==> config.mk <==
export PLATFORM = sky130hd
export DESIGN_NAME = i2c_master_bit_engine_core
export DESIGN_NICKNAME = d
export VERILOG_FILES = /design/src/hdl/i2cm_pkg.sv /design/src/hdl/i2cm_engine.sv /design/src/hdl/i2c_master_bit_engine_core.sv
export VERILOG_INCLUDE_DIRS = /design/src /design/src/hdl
export SDC_FILE = /design/constraint.sdc
export NUM_CORES = 1
export LEC_CHECK = 0
export ABC_AREA = 0
export BUFFER_PORTS_ARGS = -buffer_cell sky130_fd_sc_hd__buf_2
export CAP_MARGIN = 20
export CORE_MARGIN = 3
export CORE_UTILIZATION = 40
export DETAILED_ROUTE_END_ITERATION = 8
export PLACE_DENSITY = 0.59
export SLEW_MARGIN = 10
export SYNTH_ARGS = -nofsm -noshare
export SYNTH_HDL_FRONTEND = slang
export SYNTH_SLANG_ARGS = --single-unit
export TNS_END_PERCENT = 20
==> constraint.sdc <==
create_clock -name clk -period 3.6 [get_ports clk]
set_input_delay 0.36 -clock clk [delete_from_list [all_inputs] [get_ports clk]]
set_output_delay 0.36 -clock clk [all_outputs]
set_load 0.005 [all_outputs]
==> src/hdl/assert_macros.svh <==
// Assertion helpers for the RTL, included by i2c_master_bit_engine_core.
`ifndef ASSERT_MACROS_SVH
`define ASSERT_MACROS_SVH

// Checked at every rising edge of clk, off while reset is asserted.
`define ASSERT_CLK(label, prop, msg) \
	label: assert property (@(posedge clk) disable iff (!arst_n) (prop)) else $error(msg);

// Antecedent in this cycle, consequent in the next one.
`define ASSERT_NEXT(label, ante, cons, msg) \
	label: assert property (@(posedge clk) disable iff (!arst_n) (ante) |=> (cons)) \
		else $error(msg);

`endif

==> src/hdl/i2cm_pkg.sv <==
`default_nettype none
package i2cm_pkg;

	// Command codes as carried in the op field
	typedef enum logic [2:0] {
		OP_NONE  = 3'd0,
		OP_START = 3'd1,
		OP_STOP  = 3'd2,
		OP_WRITE = 3'd3,
		OP_READ  = 3'd4,
		OP_WAIT  = 3'd5
	} op_t;

	// Configuration register indexes
	localparam int CFG_IDX_W = 2;
	localparam int CFG_DATA_W = 16;
	localparam logic [CFG_IDX_W-1:0] REG_HALF_DELAY  = 2'd0;
	localparam logic [CFG_IDX_W-1:0] REG_ACK_TIMEOUT = 2'd1;

	localparam logic [15:0] HALF_DELAY_RST  = 16'd10;
	localparam logic [9:0]  ACK_TIMEOUT_RST = 10'd250;
	localparam logic [3:0]  BITS_PER_BYTE   = 4'd8;

	typedef struct packed {
		logic [2:0] op;
		logic [7:0] tx_byte;
		logic       send_ack;
		logic       sda_in;
	} in_item_t;

	typedef struct packed {
		logic       scl_level;
		logic       sda_release;
		logic       sda_is_input;
		logic       busy_res;
		logic       done_res;
		logic [7:0] rx_byte;
		logic       ack_missing;
	} out_item_t;

	// Configuration as seen by the engine
	typedef struct packed {
		logic [15:0] half_delay_ticks;
		logic [9:0]  ack_timeout;
	} cfg_t;

endpackage
`default_nettype wire

==> src/hdl/i2cm_engine.sv <==
`default_nettype none
module i2cm_engine #(
	parameter int DELAY_COUNT_BITS = 16
) (
	input  wire logic              clk,
	input  wire logic              arst_n,
	input  wire logic              fire,
	input  wire i2cm_pkg::in_item_t item,
	input  wire i2cm_pkg::cfg_t     cfg,
	output i2cm_pkg::out_item_t    result
);
	import i2cm_pkg::*;

	localparam int W = DELAY_COUNT_BITS;

	op_t          cmd_q, cmd_n;
	logic [2:0]   phase_q, phase_n;
	logic [3:0]   bit_q, bit_n;
	logic [7:0]   shift_q, shift_n;
	logic [W-1:0] dly_q, dly_n;
	logic [9:0]   tmo_q, tmo_n;
	logic         scl_q, scl_n;
	logic         sda_q, sda_n;
	logic         dir_q, dir_n;
	logic         ack_seen_q, ack_seen_n;
	logic [7:0]   last_rx_q, last_rx_n;
	logic         ack_tx_q, ack_tx_n;

	logic         done;
	logic         miss;
	logic         do_poll;
	logic [W-1:0] load_val;
	logic [W-1:0] dly_dec;

	// Phase length: zero means one tick, saturate to the counter width
	always_comb begin
		if (cfg.half_delay_ticks == 16'd0) begin
			load_val = W'(1);
		end else if ((W < 16) && ((cfg.half_delay_ticks >> W) != 16'd0)) begin
			load_val = '1;
		end else begin
			load_val = W'(cfg.half_delay_ticks);
		end
	end

	assign dly_dec = (dly_q != '0) ? (dly_q - W'(1)) : dly_q;

	// One tick of the command sequencer
	always_comb begin
		cmd_n      = cmd_q;
		phase_n    = phase_q;
		bit_n      = bit_q;
		shift_n    = shift_q;
		dly_n      = dly_q;
		tmo_n      = tmo_q;
		scl_n      = scl_q;
		sda_n      = sda_q;
		dir_n      = dir_q;
		ack_seen_n = ack_seen_q;
		last_rx_n  = last_rx_q;
		ack_tx_n   = ack_tx_q;
		done       = 1'b0;
		miss       = 1'b0;
		do_poll    = 1'b0;

		if (cmd_q == OP_NONE) begin
			if ((item.op >= OP_START) && (item.op <= OP_WAIT)) begin
				cmd_n   = op_t'(item.op);
				bit_n   = 4'd0;
				tmo_n   = 10'd0;
				phase_n = 3'd0;
				dly_n   = load_val;
				case (op_t'(item.op))
					OP_START: begin
						dir_n = 1'b0; sda_n = 1'b1; scl_n = 1'b1;
					end
					OP_STOP: begin
						dir_n = 1'b0; sda_n = 1'b0; scl_n = 1'b1;
					end
					OP_WRITE: begin
						shift_n = item.tx_byte;
						dir_n = 1'b0; scl_n = 1'b0; sda_n = item.tx_byte[7];
					end
					OP_READ: begin
						shift_n  = 8'd0;
						ack_tx_n = item.send_ack;
						dir_n = 1'b1; scl_n = 1'b1;
					end
					default: begin
						ack_seen_n = 1'b0;
						dir_n = 1'b1; scl_n = 1'b1;
					end
				endcase
			end
		end else if (cmd_q == OP_WAIT && phase_q == 3'd1) begin
			do_poll = 1'b1;
		end else begin
			dly_n = dly_dec;
			if (dly_dec == '0) begin
				case (cmd_q)
					OP_START: begin
						if (phase_q == 3'd0) begin
							sda_n = 1'b0; phase_n = 3'd1; dly_n = load_val;
						end else if (phase_q == 3'd1) begin
							scl_n = 1'b0; phase_n = 3'd2; dly_n = load_val;
						end else begin
							done = 1'b1;
						end
					end
					OP_STOP: begin
						if (phase_q == 3'd0) begin
							sda_n = 1'b1; phase_n = 3'd1; dly_n = load_val;
						end else begin
							done = 1'b1;
						end
					end
					OP_WRITE: begin
						if (phase_q == 3'd0) begin
							scl_n = 1'b1; phase_n = 3'd1; dly_n = load_val;
						end else if (phase_q == 3'd1) begin
							scl_n = 1'b0; phase_n = 3'd2; dly_n = load_val;
						end else begin
							bit_n = bit_q + 4'd1;
							if ((bit_q + 4'd1) < BITS_PER_BYTE) begin
								shift_n = {shift_q[6:0], 1'b0};
								sda_n   = shift_q[6];
								phase_n = 3'd0;
								dly_n   = load_val;
							end else begin
								done = 1'b1;
							end
						end
					end
					OP_READ: begin
						if (phase_q == 3'd0) begin
							shift_n = {shift_q[6:0], item.sda_in};
							scl_n = 1'b0; phase_n = 3'd1; dly_n = load_val;
						end else if (phase_q == 3'd1) begin
							bit_n = bit_q + 4'd1;
							if ((bit_q + 4'd1) < BITS_PER_BYTE) begin
								scl_n = 1'b1; phase_n = 3'd0; dly_n = load_val;
							end else begin
								dir_n = 1'b0;
								sda_n = ~ack_tx_q;
								phase_n = 3'd2;
								dly_n = load_val;
							end
						end else if (phase_q == 3'd2) begin
							scl_n = 1'b1; phase_n = 3'd3; dly_n = load_val;
						end else if (phase_q == 3'd3) begin
							scl_n = 1'b0; phase_n = 3'd4; dly_n = load_val;
						end else begin
							sda_n     = 1'b1;
							last_rx_n = shift_q;
							done      = 1'b1;
						end
					end
					OP_WAIT: begin
						if (phase_q == 3'd0) begin
							phase_n = 3'd1;
							do_poll = 1'b1;
						end else if (phase_q == 3'd3) begin
							sda_n = 1'b1; phase_n = 3'd4; dly_n = load_val;
						end else begin
							done = 1'b1;
							miss = ~ack_seen_q;
						end
					end
					default: begin
						done = 1'b1;
					end
				endcase
			end
		end

		// ACK sampling while SCL is high
		if (do_poll) begin
			if (!item.sda_in) begin
				ack_seen_n = 1'b1;
				scl_n = 1'b0; phase_n = 3'd2; dly_n = load_val;
			end else if (tmo_q >= cfg.ack_timeout) begin
				dir_n = 1'b0; sda_n = 1'b0; scl_n = 1'b1;
				phase_n = 3'd3; dly_n = load_val;
			end else begin
				tmo_n = tmo_q + 10'd1;
			end
		end

		if (done) begin
			cmd_n   = OP_NONE;
			phase_n = 3'd0;
		end
	end

	// Pin and status view after this tick
	always_comb begin
		result.scl_level    = scl_n;
		result.sda_release  = sda_n;
		result.sda_is_input = dir_n;
		result.busy_res     = (cmd_n != OP_NONE);
		result.done_res     = done;
		result.rx_byte      = last_rx_n;
		result.ack_missing  = miss;
	end

	// State update, one tick per transfer
	always_ff @(posedge clk or negedge arst_n) begin
		if (!arst_n) begin
			cmd_q      <= OP_NONE;
			phase_q    <= 3'd0;
			bit_q      <= 4'd0;
			shift_q    <= 8'd0;
			dly_q      <= '0;
			tmo_q      <= 10'd0;
			scl_q      <= 1'b1;
			sda_q      <= 1'b1;
			dir_q      <= 1'b0;
			ack_seen_q <= 1'b0;
			last_rx_q  <= 8'd0;
			ack_tx_q   <= 1'b0;
		end else if (fire) begin
			cmd_q      <= cmd_n;
			phase_q    <= phase_n;
			bit_q      <= bit_n;
			shift_q    <= shift_n;
			dly_q      <= dly_n;
			tmo_q      <= tmo_n;
			scl_q      <= scl_n;
			sda_q      <= sda_n;
			dir_q      <= dir_n;
			ack_seen_q <= ack_seen_n;
			last_rx_q  <= last_rx_n;
			ack_tx_q   <= ack_tx_n;
		end
	end

endmodule
`default_nettype wire

==> src/hdl/i2c_master_bit_engine_core.sv <==
// Channel  Direction  Handshake            Payload
// in       sink       in_valid / in_stall  in_data   (in_item_t: op, tx_byte, send_ack, sda_in)
// out      source     out_valid / out_stall out_data (out_item_t: pins, status, rx_byte)
// cfg      sink       cfg_wr_en            cfg_index, cfg_wdata
//
// One tick is taken per cycle while out is not stalled; each tick passes the input
// register, then the sequencer step into the result register.
// Reset puts the pins released, the engine idle and the registers to their
// defaults; no clearing pass, the first tick is taken right after reset.
// A stall on out holds the result register and backs up through the input
// register to in_stall in the same cycle.
`default_nettype none
module i2c_master_bit_engine_core #(
	parameter int DELAY_COUNT_BITS = 16
) (
	input  wire logic                              clk,
	input  wire logic                              arst_n,
	input  wire logic                              in_valid,
	output logic                                   in_stall,
	input  wire i2cm_pkg::in_item_t                in_data,
	output logic                                   out_valid,
	input  wire logic                              out_stall,
	output i2cm_pkg::out_item_t                    out_data,
	input  wire logic                              cfg_wr_en,
	input  wire logic [i2cm_pkg::CFG_IDX_W-1:0]    cfg_index,
	input  wire logic [i2cm_pkg::CFG_DATA_W-1:0]   cfg_wdata
);
	import i2cm_pkg::*;
	`include "assert_macros.svh"

	logic      valid_s1;
	in_item_t  item_s1;
	logic      adv_s1;
	logic      in_xfer;
	cfg_t      cfg_q;
	out_item_t result;

	// Result register is free or being drained
	assign adv_s1   = !out_valid || !out_stall;
	assign in_stall = valid_s1 && !adv_s1;
	assign in_xfer  = in_valid && !in_stall;

	// Configuration registers
	always_ff @(posedge clk or negedge arst_n) begin
		if (!arst_n) begin
			cfg_q.half_delay_ticks <= HALF_DELAY_RST;
			cfg_q.ack_timeout      <= ACK_TIMEOUT_RST;
		end else if (cfg_wr_en) begin
			case (cfg_index)
				REG_HALF_DELAY:  cfg_q.half_delay_ticks <= cfg_wdata[15:0];
				REG_ACK_TIMEOUT: cfg_q.ack_timeout      <= cfg_wdata[9:0];
				default: ;
			endcase
		end
	end

	// Input register
	always_ff @(posedge clk or negedge arst_n) begin
		if (!arst_n) begin
			valid_s1 <= 1'b0;
		end else if (adv_s1 || !valid_s1) begin
			valid_s1 <= in_xfer;
		end
	end

	always_ff @(posedge clk) begin
		if (in_xfer) begin
			item_s1 <= in_data;
		end
	end

	i2cm_engine #(
		.DELAY_COUNT_BITS(DELAY_COUNT_BITS)
	) u_engine (
		.clk    (clk),
		.arst_n (arst_n),
		.fire   (valid_s1 && adv_s1),
		.item   (item_s1),
		.cfg    (cfg_q),
		.result (result)
	);

	// Result register
	always_ff @(posedge clk or negedge arst_n) begin
		if (!arst_n) begin
			out_valid <= 1'b0;
		end else if (adv_s1) begin
			out_valid <= valid_s1;
		end
	end

	always_ff @(posedge clk) begin
		if (valid_s1 && adv_s1) begin
			out_data <= result;
		end
	end

	`ASSERT_CLK(a_done_not_busy, !(out_valid && out_data.done_res && out_data.busy_res), "done with busy set")
	`ASSERT_CLK(a_miss_on_done, !(out_valid && out_data.ack_missing && !out_data.done_res), "ack_missing without done")
	`ASSERT_CLK(a_stall_needs_item, !(in_stall && !valid_s1), "input stalled with empty stage")
	`ASSERT_NEXT(a_drain, out_valid && !out_stall && !valid_s1, !out_valid, "result repeated")

endmodule
`default_nettype wire

# Yosys cells after proc, flatten, opt, wreduce, memory -nomap -nowiden
# Cells that the tools add are included.
# word_totals
ff_bits	112
inputBits	36
output_inout_bits	16
word_cells	241
# classes
add_sub_neg	3
magnitude_cmp	4
n_eq_ne	22
n_mux	152
bitwise_logic	4
reduce_logical	29
# op_table
cell	n
$mux 16	20
$mux 8	16
$pmux 16 s5	1
$mux 1	71
$mux 3	22
$mux 10	5
$logic_not 16->1	2
$mux 4	8
$pmux 8 s2	2
$eq 3x2->1 const B	6
$reduce_bool 16->1	1
$sub 16x1->16 const B	1
$pmux 3 s5	1
$add 10x1->10 const B	1
$ge 10x10->1	1
$pmux 1 s5	2
$reduce_and 10->1	1
$eq 3x1->1 const B	3
$eq 3x3->1 const B	3
$ne 3x1->1 const B	3
$ne 3x2->1 const B	3
$reduce_and 9->1	1
$pmux 4 s2	1
$logic_not 3->1	2
22 further kinds	37

# Depth between registers and ports, before layout
# Gate-level depths: netlist of run 1.
# logic_depth
word_depth	13
ltp_mapped	15
ltp_nobuf	10

# Cells and area by module
# Synthesis of run 1 repeated with hierarchy kept, for this count alone.
# unflattened
hier_cells	701
area_unflattened_um2	6894.1
# modules_own_cells
mod	n_inst	cells_per_inst	area_per_inst_um2	seq_area_each_um2
i2cm_engine	1	610	4997.3	1428.9
i2c_master_bit_engine_core	1	91	1896.8	1521.5

# Worst setup path after synthesis of run 1
# OpenSTA, ideal clock, no wires.
# synth_path
path_kind	reg2reg
startpoint	reg u_engine.dly_q[0]
endpoint	reg out_data[1] in the netlist's numbering, data pin
setup_ns	0.260
t_arrival_ns	3.694
t_required_ns	3.340
slack_ns	-0.354
path_stages_with_launch	13
n_path_buf	3
period_less_slack_ns	3.954
path_cell_list	dfrtp_1 clkbuf_1 inv_1 ha_1 or3b_2 clkbuf_1 or3_1 clkbuf_1 mux2_2 nor3b_1 nand3b_2 nor4_4 mux2_2
# synth_rtl
item	line_no	source
from (decl)	i2cm_engine.sv:20	logic [W-1:0] dly_q, dly_n;
from (signal assigned)	i2cm_engine.sv:226	dly_q <= dly_n;
to (signal assigned)	i2c_master_bit_engine_core.sv:94	out_data <= result;
to (decl)	i2c_master_bit_engine_core.sv:23	output i2cm_pkg::out_item_t out_data,

# Final worst setup path of run 1
# layout_path
startpoint	reg u_engine.dly_q[6]
endpoint	reg u_engine.phase_q[0]
# layout_between
elab_chain_cells	10
elab_cells_between_ends	17
cone_classes	1 x add/sub; 14 x mux; 2 x reduce/logical
# layout_lines
item	line_no	source
$sub 16x1->16 / $reduce_bool 16->1 (equally long branches)	i2cm_engine.sv:46	assign dly_dec = (dly_q != '0) ? (dly_q - W'(1)) : dly_q;
$mux 16 *	i2cm_engine.sv:46	
$logic_not 16->1 *	i2cm_engine.sv:99	if (dly_dec == '0) begin
$mux 3	i2cm_engine.sv:99	
$mux 3	i2cm_engine.sv:95	end else if (cmd_q == OP_WAIT && phase_q == 3'd1) begin
$mux 3	i2cm_engine.sv:66	if (cmd_q == OP_NONE) begin
$mux 3	i2cm_engine.sv:181	end else if (tmo_q >= cfg.ack_timeout) begin
$mux 3	i2cm_engine.sv:178	if (!item.sda_in) begin
$mux 3	i2cm_engine.sv:177	if (do_poll) begin
$mux 3 *	i2cm_engine.sv:189	if (done) begin
to (signal assigned)	i2cm_engine.sv:223	phase_q <= phase_n;
to (decl)	i2cm_engine.sv:17	logic [2:0] phase_q, phase_n;
# Every way passes the cells marked *; elsewhere a longest branch is shown, timed or not.
# A chain may end at the register's enable or synchronous reset.

==> results of run 1 <==
[registers in the layout, summed over array words and instances, names as in the netlist, 3 cells and up]
register	cells
cfg_q	26
u_engine.dly_q	16
out_data	14
item_s1	13
u_engine.tmo_q	10
u_engine.last_rx_q	8
u_engine.shift_q	8
u_engine.bit_q	4
u_engine.cmd_q	3
u_engine.phase_q	3
[routing by layer]
metal / share of wire (%) / track usage (%) / vias to the layer above
li1: - / - / 2807
met1: 45 / 31.3 / 2881
met2: 46 / 34.3 / 277
met3: 7.4 / 4.31 / 38
met4: 2.2 / 7.17 / 0
met5: 0 / 0 / -
[worst max-delay path, stage by stage, from the launching register on]
cell and delay (ns):
sky130_fd_sc_hd__dfrtp_1 0.46, sky130_fd_sc_hd__or4_4 0.55, sky130_fd_sc_hd__or3_4 0.36, sky130_fd_sc_hd__o41a_1 0.46, sky130_fd_sc_hd__or3_1 0.42, sky130_fd_sc_hd__buf_4 0.15
sky130_fd_sc_hd__nor4_4 0.24, sky130_fd_sc_hd__buf_4 0.19, sky130_fd_sc_hd__a211oi_1 0.07, sky130_fd_sc_hd__a2111o_1 0.38, sky130_fd_sc_hd__o21ai_0 0.10
[stage by stage]
step	utilization [%]	total power, mW	worst slack, ns	TNS, ns
final	48.9	5.30	0.120	0
after global routing	48.9	5.65	-0.00538	-0.00538
after CTS	48.7	5.25	0.0803	0
after detailed placement	46.7	4.21	0.102	0
after global placement	46.7	4.21	0.104	0
after floorplan	-	3.37	-0.0378	-0.376
[cells in the final DEF (no fill, tap or decap), types with 5 or more instances in the layout]
cell type,instances
sky130_fd_sc_hd__dfstp_2,10
sky130_fd_sc_hd__buf_4,59
sky130_fd_sc_hd__nand2b_1,8
sky130_fd_sc_hd__nand3_1,20
sky130_fd_sc_hd__ha_1,12
sky130_fd_sc_hd__or3_1,8
sky130_fd_sc_hd__nor3_1,18
sky130_fd_sc_hd__nor2_1,59
sky130_fd_sc_hd__nor2b_1,6
sky130_fd_sc_hd__nor4_1,14
sky130_fd_sc_hd__edfxtp_1,27
sky130_fd_sc_hd__o21a_1,5
sky130_fd_sc_hd__inv_1,24
sky130_fd_sc_hd__o2bb2ai_1,8
sky130_fd_sc_hd__a211oi_1,12
sky130_fd_sc_hd__dfrtp_1,75
sky130_fd_sc_hd__o31ai_1,5
sky130_fd_sc_hd__mux2_1,5
sky130_fd_sc_hd__a31oi_1,13
sky130_fd_sc_hd__a22o_1,5
sky130_fd_sc_hd__nand2_1,62
sky130_fd_sc_hd__a21o_1,9
sky130_fd_sc_hd__mux2_2,40
sky130_fd_sc_hd__and2_1,5
sky130_fd_sc_hd__o21ai_0,54
sky130_fd_sc_hd__a22oi_1,10
sky130_fd_sc_hd__o211ai_1,9
sky130_fd_sc_hd__buf_2,50
sky130_fd_sc_hd__or4_1,6
sky130_fd_sc_hd__clkbuf_16,9
sky130_fd_sc_hd__a21oi_1,46
[how the worst max path moves through the flow]
stage                                            to  slack, ns  depth (start not counted)
finish              u_engine.phase_q[0]$_DFFE_PN0P_       0.12                         10
global route        u_engine.phase_q[0]$_DFFE_PN0P_     -0.005                         10
CTS                   u_engine.dly_q[8]$_DFFE_PN0P_       0.08                         11
detailed placement    u_engine.dly_q[8]$_DFFE_PN0P_       0.10                          9
global placement         u_engine.dir_q$_DFFE_PN0P_       0.10                         10
floorplan                     out_data[1]$_DFFE_PP_      -0.04                         12
[power groups by stage]
| stage | registers (mW) | clock network, mW | logic [mW] |
|---|---|---|---|
| floorplan | 1.78 | 0 | 1.59 |
| global placement | 1.93 | 0 | 2.29 |
| detailed placement | 1.93 | 0 | 2.28 |
| CTS | 1.91 | 1.05 | 2.29 |
| global route | 1.97 | 1.10 | 2.59 |
| finish | 1.92 | 1.03 | 2.35 |
[layout make-up]
cell class | instances | share of cell area [%]
clock buffer | 9 | 2.86
timing repair buffer | 112 | 9.44
tap | 216 | 3.43
inverter | 25 | 1.19
multi-input combinational | 527 | 44.5
sequential | 112 | 37.5
clock inverter | 7 | 1.08
[cell families (layout without fill, tap and decap cells)]
kind of cell,count (synthesis),in the layout,share of synthesized area (%)
buf+inv,71,153,4.05
mux,48,48,8.05
simple gates,244,244,19.2
compound gates,218,218,21.5
flops,112,112,44.2
xor+xnor,4,4,0.525
fa+ha+maj,13,13,2.44
[what timing repair did]
| action | 4_1_cts | 5_1_grt |
|---|---|---|
| setup buffers | 0 | 1 |
| endpoints found under the setup margin | 0 | 32 |
| endpoints found under the hold margin | 21 | 0 |
| gates resized for setup | 0 | 6 |
| hold buffers | 1 | 0 |
==> results.txt, run 1 <==
----------------------------------------------------
[Worst hold path]
  Cell depth of the worst min-delay path ... 1
  Min-Delay Endpoint ... item_s1[5]$_DFFE_PP_
  Hold Path Class ... input pin to flop
  Worst min-delay path startpoint ... in_data[5]

[Placed design]
  Placed Cells ... 990
  Routability congestion estimate ... 0.977
  Final HPWL DP ... 14900 um
  Number of input and output port buffers inserted ... 51
  Placed instance area ... roughly 7500 um^2

[Yosys]
  Count of flip-flops with a built-in enable after synthesis ... 27
  Most common cell in the synthesized netlist ... sky130_fd_sc_hd__dfrtp_1
  Post-synthesis instance total ... slightly above 700
  Post-Syn Area per Cell ... between 9 and 10 um^2
  Leading post-synthesis cells by instance count ... 75 x sky130_fd_sc_hd__dfrtp_1, 62 x sky130_fd_sc_hd__nand2_1, 59 x sky130_fd_sc_hd__nor2_1
  Cell taking the most area after synthesis ... sky130_fd_sc_hd__dfrtp_1
  Top_reg_cell synth ... sky130_fd_sc_hd__dfrtp_1
  Syn Nets ... ~760
  Dominant cells by area after synthesis ... sky130_fd_sc_hd__dfrtp_1 28%, sky130_fd_sc_hd__edfxtp_1 12%, sky130_fd_sc_hd__mux2_2 6.8%, sky130_fd_sc_hd__o21ai_0 4.1%, sky130_fd_sc_hd__dfstp_2 3.9%
  Ys async rst share ... around 76%
  Share of synthesized area occupied by flip-flops and latches ... 44.2%
  Synth unique cells ... 73
  Post-synthesis cell area ... approximately 6700 um^2
  Yosys Warn Count ... 0
  Fraction of synthesized cell area taken by the top area cell type ... ~28%
  Flops & latches, synth ... 112

[Die]
  Area of the core region ... 16100 um^2
  Floorplan die width ... 135 um
  Starting utilization of the core area ... 41.4%
  FP Rows ... 46
  Num ports ... 52
  Chip Height ... ~140 um
  DIE AREA ... 18300 um^2

[Routing]
  Total length of routed wires ... slightly below 20000 um
  Via-per-instance ratio ... 5.96
  1st-iter DRT viols ... slightly above 700
  Wire length per cell after detailed routing ... 19.7 um
  Number of vias after detailed routing ... 6003
  DRT Pass-1 Iters ... 5
  Total DRC errors in the routed layout ... 0
  ANT nets after route ... 0

[STA]
  Max-slew violations ... 0
  Maximum clock frequency ... 287 MHz
  Min cycle time layout ... 3.48 ns
  Count of final setup violators ... 0
  Fin Clk Skew ... 0.00994 ns
  Worst-margin pin slew ... 0.903 ns
  Ratio of final minimum period to clock period ... between 90% and 100%
  Hold WS ... 0.163 ns
  Count of endpoints failing hold in the final timing report ... 0
  Slew Limit Headroom ... 39.2%

[Finish]
  Nets@finish ... 836
  Total inserted antenna cells ... 0
  Cell area after layout ... 7880 um^2
  Share of post-route cells with drive strength above 1 ... 26.1%
  Relative area change from synthesis to final layout ... 18.0%
  Area occupied by multi-input gates ... 3510 um^2
  Fillers ... 1548
  Area occupied by registers ... slightly below 3000 um^2
  Final cell count without fillers ... 1008

[Critical path]
  Reg-to-reg endpoint ... u_engine.phase_q[0]$_DFFE_PN0P_
  Register-to-register setup slack ... roughly 0.12 ns
  Start-to-end type of the worst setup path ... flop to flop
  Req. time, crit path ... ~3.9 ns
  Maximum net fanout on the critical path ... 7
  Arrival time worst endpoint ... 3.75 ns
  Critical Path Sink Type ... flop
  Launch instance of the worst register-to-register path ... u_engine.dly_q[6]$_DFFE_PN0P_
  Kind of launch point of the worst setup path ... flop
  Crit path from ... u_engine.dly_q[6]$_DFFE_PN0P_
  R2r worst-path depth ... 10

[Clock network]
  Skew-Pair Late Insertion Delay ... 0.36 ns
  Maximum buffer depth of the clock tree ... 2
  Clock tree from TritonCTS ... built
  Number of sinks handled by clock tree synthesis ... 112
  Clock buffers created by TritonCTS ... 9
  H-tree level count ... 3
  Clock Tree Root ... sky130_fd_sc_hd__clkbuf_16
  Clock slew seen by the registers of the worst setup and hold paths ... 0.09 ns

[Power]
  Worst voltage drop across the vdd grid ... slightly below 300 uV
  Internal Power ... slightly above 3 mW
  Clock network power share ... about a fifth
  Net switching power figure ... 2.23 mW
  Net switching fraction of the power ... 42.1%
  Leakage power of the design ... 3.22 nW
  Part of the power in combinational logic ... 44.4%
  Cell area power density ... 673 nW/um^2
  Part of the total power dissipated in sequential elements ... 36.2%

[Status]
  Status ... finished, final reports clean

[Global routing]
  Gr usage total ... 22.1%
  Vias in the first global route ... 5805
  Congestion Overflow GR ... 0
  Maximum number of pins on one net before global-route repair ... 34
  Global-route wire length before repair ... roughly 32000 um
  Initial antenna violation count ... 0

[Job]
  Max Cap Violations ... 0

----------------------------------------------------
Power figures use the tool's default switching activity.
==> inputs of run 2 (changes only) <==
--- a/config.mk
+++ b/config.mk
@@ -9,9 +9,12 @@
 export ABC_AREA = 0
 export BUFFER_PORTS_ARGS = -buffer_cell sky130_fd_sc_hd__buf_2
 export CAP_MARGIN = 20
+export CORE_ASPECT_RATIO = 0.75
 export CORE_MARGIN = 3
 export CORE_UTILIZATION = 40
+export CTS_CLUSTER_DIAMETER = 200
 export DETAILED_ROUTE_END_ITERATION = 8
+export HOLD_SLACK_MARGIN = 0.15
 export PLACE_DENSITY = 0.59
 export SLEW_MARGIN = 10
 export SYNTH_ARGS = -nofsm -noshare
==> run 2 against run 1 <==
Against the previous run:
- highest routed layer unchanged
- die area is essentially flat
- critical path depth is the same
- global-route usage grew 0.43 points
- register-to-register slack is essentially flat
- setup slack lost 0.00077 ns
- sequential share of layout area shrank 0.43 points
- power grew 1.9%
- routed wire length grew 1.9%
- clock skew grew 0.0036 ns
- count of clock-buffer cells in the layout is the same
==> results.txt, run 2 (synthesized netlist as in run 1, its figures left out) <==
----------------------------------------------------
[STA]
  Max-slew violations ... 0
  Slew Limit Headroom ... 52.4%
  Min cycle time layout ... 3.48 ns
  Ratio of final minimum period to clock period ... 96.7%
  Count of endpoints failing hold in the final timing report ... 0
  Count of final setup violators ... 0
  Hold WS ... around 0.18 ns
  RSZ-0062 raised after global routing ... true
  Worst-margin pin slew ... 0.708 ns
  Maximum clock frequency ... roughly 290 MHz
  Fin Clk Skew ... 0.0135 ns

[Critical path]
  Crit path max-delay cell type ... sky130_fd_sc_hd__or4_4
  Register-to-register setup slack ... 0.12 ns
  Req. time, crit path ... 3.84 ns
  Cell mode on critical path ... sky130_fd_sc_hd__nor4_4
  Crit path from ... u_engine.dly_q[1]$_DFFE_PN0P_
  Kind of launch point of the worst setup path ... flop
  Stage delay of the slowest cell on the critical path ... between 0.5 and 0.6 ns
  Launch instance of the worst register-to-register path ... u_engine.dly_q[1]$_DFFE_PN0P_
  Arrival time worst endpoint ... 3.72 ns
  Cell-by-cell trace of the critical path ... or4_4, or3_1, o41a_1, nor4_4, buf_4, nand3b_2, nor4_4, buf_12, nand2_4, mux2_1
  Start-to-end type of the worst setup path ... flop to flop
  Critical Path Sink Type ... flop
  R2r worst-path depth ... 10
  Maximum net fanout on the critical path ... 9

[Finish]
  Final cell count without fillers ... 1011
  Number of flip-flops under the largest register name ... 26
  Highest-count cells in the layout ignoring fill and taps ... 74 x sky130_fd_sc_hd__dfrtp_1, 67 x sky130_fd_sc_hd__buf_4, 62 x sky130_fd_sc_hd__nand2_1, 59 x sky130_fd_sc_hd__nor2_1, 53 x sky130_fd_sc_hd__o21ai_0
  Share of post-route cells with drive strength above 1 ... between 20% and 30%
  Relative area change from synthesis to final layout ... 19.4%
  Register ranked first by flip-flop count ... cfg_q
  Most common cell after layout, fill and taps aside ... sky130_fd_sc_hd__dfrtp_1
  Total inserted antenna cells ... 0
  Nets@finish ... approximately 850
  Largest registers ... cfg_q x26, u_engine.dly_q x16, out_data x14

[Power]
  Worst voltage drop across the vdd grid ... 296 uV
  Leakage power of the design ... around 3.3 nW
  Cell area power density ... 678 nW/um^2

[Global routing]
  Congestion Overflow GR ... 0
  Gr usage total ... 22.5%
  Global-route wire length before repair ... 33000 um
  Vias in the first global route ... between 5000 and 6000
  Maximum number of pins on one net before global-route repair ... 79
  Initial antenna violation count ... 0

[Placed design]
  Routability congestion estimate ... 0.961
  Number of input and output port buffers inserted ... 51
  Placed Cells ... 993
  Final HPWL DP ... 15200 um

[Routing]
  DRT Pass-1 Iters ... 6
  Number of vias after detailed routing ... around 6200
  Total DRC errors in the routed layout ... 0
  Wire length per cell after detailed routing ... 20.0 um
  ANT nets after route ... 0
  Total length of routed wires ... 20300 um
  Via-per-instance ratio ... 6.10
  1st-iter DRT viols ... between 700 and 800

[Clock network]
  Number of sinks handled by clock tree synthesis ... 112
  Skew-Pair Late Insertion Delay ... 0.36 ns
  Clock tree from TritonCTS ... built
  H-tree level count ... 3
  Clock Tree Root ... sky130_fd_sc_hd__clkbuf_16
  Maximum buffer depth of the clock tree ... 2
  Clock slew seen by the registers of the worst setup and hold paths ... roughly 0.080 ns
  Clock buffers created by TritonCTS ... 9

[Die]
  DIE AREA ... 18300 um^2
  Floorplan die width ... 155 um
  Area of the core region ... 16200 um^2
  Chip Height ... ~120 um
  Num ports ... 52
  Starting utilization of the core area ... 41.3%
  FP Rows ... 40

[Worst hold path]
  Hold Path Class ... input pin to flop
  Cell depth of the worst min-delay path ... 1
  Worst min-delay path startpoint ... in_data[6]

[Status]
  Status ... finished, final reports clean

[Job]
  Max Cap Violations ... 0

----------------------------------------------------
run 2: path summary, 6_finish.rpt:
| kind | endpoint |
|---|---|
| min in group asynchronous | u_engine.dly_q[9]$_DFFE_PN0P_ |
| worst min register to register | u_engine.last_rx_q[2]$_DFFE_PN0P_ |
| worst max-delay path | u_engine.last_rx_q[1]$_DFFE_PN0P_ |
| worst min-delay path | item_s1[6]$_DFFE_PP_ |
| worst max register to register | u_engine.last_rx_q[1]$_DFFE_PN0P_ |
| max in group asynchronous | u_engine.dly_q[6]$_DFFE_PN0P_ |
run 2: metrics by stage:
step           instance area [um^2]  setup WS (ns)  setup TNS (ns)  total power [mW]  util (%)
2_1_floorplan                  6710        -0.0378          -0.376              3.37         -
3_3_place_gp                   7580         0.0765               0              4.27      46.9
3_5_place_dp                   7580         0.0123               0              4.29      46.9
4_1_cts                        7890        0.00450               0              5.32      48.8
5_1_grt                        7970        -0.0164         -0.0628              5.74      49.3
6_report                       7970          0.119               0              5.40      49.3
run 2: final cells by class:
class	instances	area (um^2)
Multi-Input combinational cell	527	3530
Clock buffer	9	225
Sequential cell	112	2950
Clock inverter	7	76.3
Tap cell	210	263
Timing Repair Buffer	121	831
Fill cell	1529	8200
Inverter	25	93.8
run 2: critical path: cells and delay by family (launching register included):
kind | cells | cell delay (ns)
compound gates | 1 | 0.45
flops | 1 | 0.44
simple gates | 6 | 1.71
mux | 1 | 0.36
buf+inv | 2 | 0.38
run 2: report_power, final:
part / internal [mW] / switching, mW / leakage [nW]
combinational: 1.03 / 1.41 / 1.83
clock: 0.491 / 0.516 / 0.148
sequential: 1.60 / 0.353 / 1.30
total: 3.12 / 2.28 / 3.28
run 2: repair_timing:
item,4_1_cts,5_1_grt
cloned,0,0
endpoints found under the hold margin,0,18
buffers inserted,0,0
hold buffers,0,1
gates resized for setup,2,9
endpoints found under the setup margin,1,36
run 2: routing by layer:
layer	vias up	global-route usage (%)	part of all wire, %
met3	20	5.95	9.1
met2	279	30.4	42
met4	0	4.25	0.93
met5	-	0	0
met1	3032	36.1	48
li1	2841	-	-
==> inputs of run 3 (changes only) <==
--- a/config.mk
+++ b/config.mk
@@ -9,13 +9,15 @@
 export ABC_AREA = 0
 export BUFFER_PORTS_ARGS = -buffer_cell sky130_fd_sc_hd__buf_2
 export CAP_MARGIN = 20
+export CELL_PAD_IN_SITES_DETAIL_PLACEMENT = 1
+export CELL_PAD_IN_SITES_GLOBAL_PLACEMENT = 2
 export CORE_ASPECT_RATIO = 0.75
 export CORE_MARGIN = 3
-export CORE_UTILIZATION = 40
+export CORE_UTILIZATION = 35
 export CTS_CLUSTER_DIAMETER = 200
 export DETAILED_ROUTE_END_ITERATION = 8
 export HOLD_SLACK_MARGIN = 0.15
-export PLACE_DENSITY = 0.59
+export PLACE_DENSITY = 0.77
 export SLEW_MARGIN = 10
 export SYNTH_ARGS = -nofsm -noshare
 export SYNTH_HDL_FRONTEND = slang
==> constraint.sdc (replaced) <==
create_clock -name clk -period 3.6 [get_ports clk]
set_input_delay 0.36 -clock clk [delete_from_list [all_inputs] [get_ports clk]]
set_output_delay 0.36 -clock clk [all_outputs]
set_load 0.1 [all_outputs]
==> run 3 against run 2 <==
Against the previous run:
- setup slack got worse by 0.035 ns
- combinational power up 4%
- sequential cell count stayed put
- critical path type unchanged
==> results.txt, run 3 (synthesized netlist as in run 1, its figures left out) <==
----------------------------------------------------
[Status]
  Status ... finished, final reports clean

[STA]
  Count of endpoints failing hold in the final timing report ... 0
  Count of final setup violators ... 0
  Min cycle time layout ... 3.52 ns
  Setup TNS after final layout ... 0 ns
  Maximum clock frequency ... 284 MHz
  Worst-margin pin slew ... 0.947 ns
  Fin Clk Skew ... 0.0149 ns
  Max-slew violations ... 0
  Ratio of final minimum period to clock period ... a little under 100%
  Hold WS ... ~0.16 ns
  Slew Limit Headroom ... 36.3%

[Critical path]
  Stage delay of the slowest cell on the critical path ... around 0.55 ns
  Req. time, crit path ... 3.87 ns
  Arrival time worst endpoint ... 3.78 ns
  Start-to-end type of the worst setup path ... flop to flop
  Maximum net fanout on the critical path ... 6
  Critical Path Sink Type ... flop
  Cell-by-cell trace of the critical path ... or4_4, or3_4, o41a_1, or3_4, buf_4, nor4_4, buf_4, a211oi_1, a2111o_1, o21ai_0
  Crit path from ... u_engine.dly_q[1]$_DFFE_PN0P_
  Launch instance of the worst register-to-register path ... u_engine.dly_q[1]$_DFFE_PN0P_
  Kind of launch point of the worst setup path ... flop
  Crit path max-delay cell type ... sky130_fd_sc_hd__or4_4

[Worst hold path]
  Hold Path Class ... input pin to flop
  Worst min-delay path startpoint ... in_data[5]

[Power]
  Worst voltage drop across the vdd grid ... 328 uV
  Cell area power density ... 698 nW/um^2
  Leakage power of the design ... 3.27 nW

[Finish]
  Relative area change from synthesis to final layout ... 20.2%
  Area occupied by registers ... ~3000 um^2
  Area occupied by multi-input gates ... ~3500 um^2
  Number of flip-flops under the largest register name ... 26
  Most common cell after layout, fill and taps aside ... sky130_fd_sc_hd__dfrtp_1
  Highest-count cells in the layout ignoring fill and taps ... 72 x sky130_fd_sc_hd__dfrtp_1, 62 x sky130_fd_sc_hd__nand2_1, 60 x sky130_fd_sc_hd__buf_4, 59 x sky130_fd_sc_hd__nor2_1, 54 x sky130_fd_sc_hd__o21ai_0
  Fillers ... 2172
  Register ranked first by flip-flop count ... cfg_q
  Final cell count without fillers ... 1045
  Layout Utilization ... roughly 43%
  Share of post-route cells with drive strength above 1 ... 27.1%
  Nets@finish ... 842
  Cell area after layout ... approximately 8000 um^2
  Largest registers ... cfg_q x26, u_engine.dly_q x16, out_data x14
  Total inserted antenna cells ... 0

[Routing]
  Total length of routed wires ... between 20000 and 25000 um
  Via-per-instance ratio ... 5.91
  1st-iter DRT viols ... 441
  ANT nets after route ... 0
  DRT Pass-1 Iters ... 4
  Wire length per cell after detailed routing ... 21.7 um
  Total DRC errors in the routed layout ... 0
  Number of vias after detailed routing ... around 6200

[Placed design]
  Number of input and output port buffers inserted ... 51
  Final HPWL DP ... 17200 um
  Placed instance area ... 7590 um^2
  Routability congestion estimate ... around 0.9
  Placed Cells ... 1023

[Die]
  Starting utilization of the core area ... 35.8%
  Num ports ... 52
  Area of the core region ... 18600 um^2
  FP Rows ... 43
  Floorplan die width ... 165 um
  Chip Height ... 126 um
  DIE AREA ... about 21000 um^2

[Clock network]
  Clock tree from TritonCTS ... built
  Clock slew seen by the registers of the worst setup and hold paths ... about 0.090 ns
  Maximum buffer depth of the clock tree ... 2
  Clock Tree Root ... sky130_fd_sc_hd__clkbuf_16
  H-tree level count ... 3
  Number of sinks handled by clock tree synthesis ... 112
  Clock buffers created by TritonCTS ... 9
  Skew-Pair Late Insertion Delay ... 0.37 ns

[Job]
  Max Cap Violations ... 0

[Global routing]
  Initial antenna violation count ... 0
  Gr usage total ... 22.5%
  Congestion Overflow GR ... 0
  Global-route wire length before repair ... between 30000 and 40000 um
  Maximum number of pins on one net before global-route repair ... between 70 and 80
  Vias in the first global route ... 6382

----------------------------------------------------
run 3: cell type report:
type,instances,area share [%]
Clock inverter,7,1.12
Multi-Input combinational cell,527,43.9
Timing Repair Buffer,118,10.3
Clock buffer,9,2.81
Inverter,25,1.17
Tap cell,247,3.85
Sequential cell,112,36.8
run 3: path summary, 6_finish.rpt:
check	end	slack [ns]	cells after the start
worst max-delay path	u_engine.phase_q[0]$_DFFE_PN0P_	0.08	10
worst min-delay path	item_s1[5]$_DFFE_PP_	0.16	1
worst max register to register	u_engine.phase_q[0]$_DFFE_PN0P_	0.08	10
worst min register to register	out_valid$_DFFE_PN0P_	0.50	1
max in group asynchronous	cfg_q[13]$_DFFE_PN1P_	2.54	3
min in group asynchronous	u_engine.dly_q[3]$_DFFE_PN0P_	0.40	2
run 3: worst max-delay path, delay by kind of cell, from the launching register on:
| family | cells | cell delay [ns] |
|---|---|---|
| AO/OA/AOI/OAI | 4 | 1.03 |
| buffers and inverters | 2 | 0.35 |
| flip-flops | 1 | 0.45 |
| AND/OR/NAND/NOR | 4 | 1.59 |
run 3: repair_timing:
| action | 4_1_cts | 5_1_grt |
|---|---|---|
| endpoints found under the hold margin | 2 | 12 |
| pin swaps | 0 | 3 |
| hold buffers | 2 | 1 |
| setup endpoints to repair | 4 | 41 |
| resized for setup | 2 | 12 |
| setup buffers | 0 | 2 |
run 3: report_power, final:
part           total, mW  switching (mW)  internal [mW]
Clock               1.06           0.554          0.510
Combinational       2.55            1.56          0.997
Sequential          1.98           0.383           1.60
run 3: per-layer routing:
metal	vias up	GRT usage, %	wire, um
met1	3120	34.0	10900
met4	0	4.21	261
met2	202	32.8	10000
met5	-	0	0
met3	24	5.40	1550
li1	2830	-	-
run 3: stage by stage:
step	total power, mW	setup WS, ns
global placement	4.38	0.0801
detailed placement	4.45	0.00868
CTS	5.55	0.00381
global route	5.97	-0.0408
floorplan	3.50	-0.0378
finish	5.60	0.0844
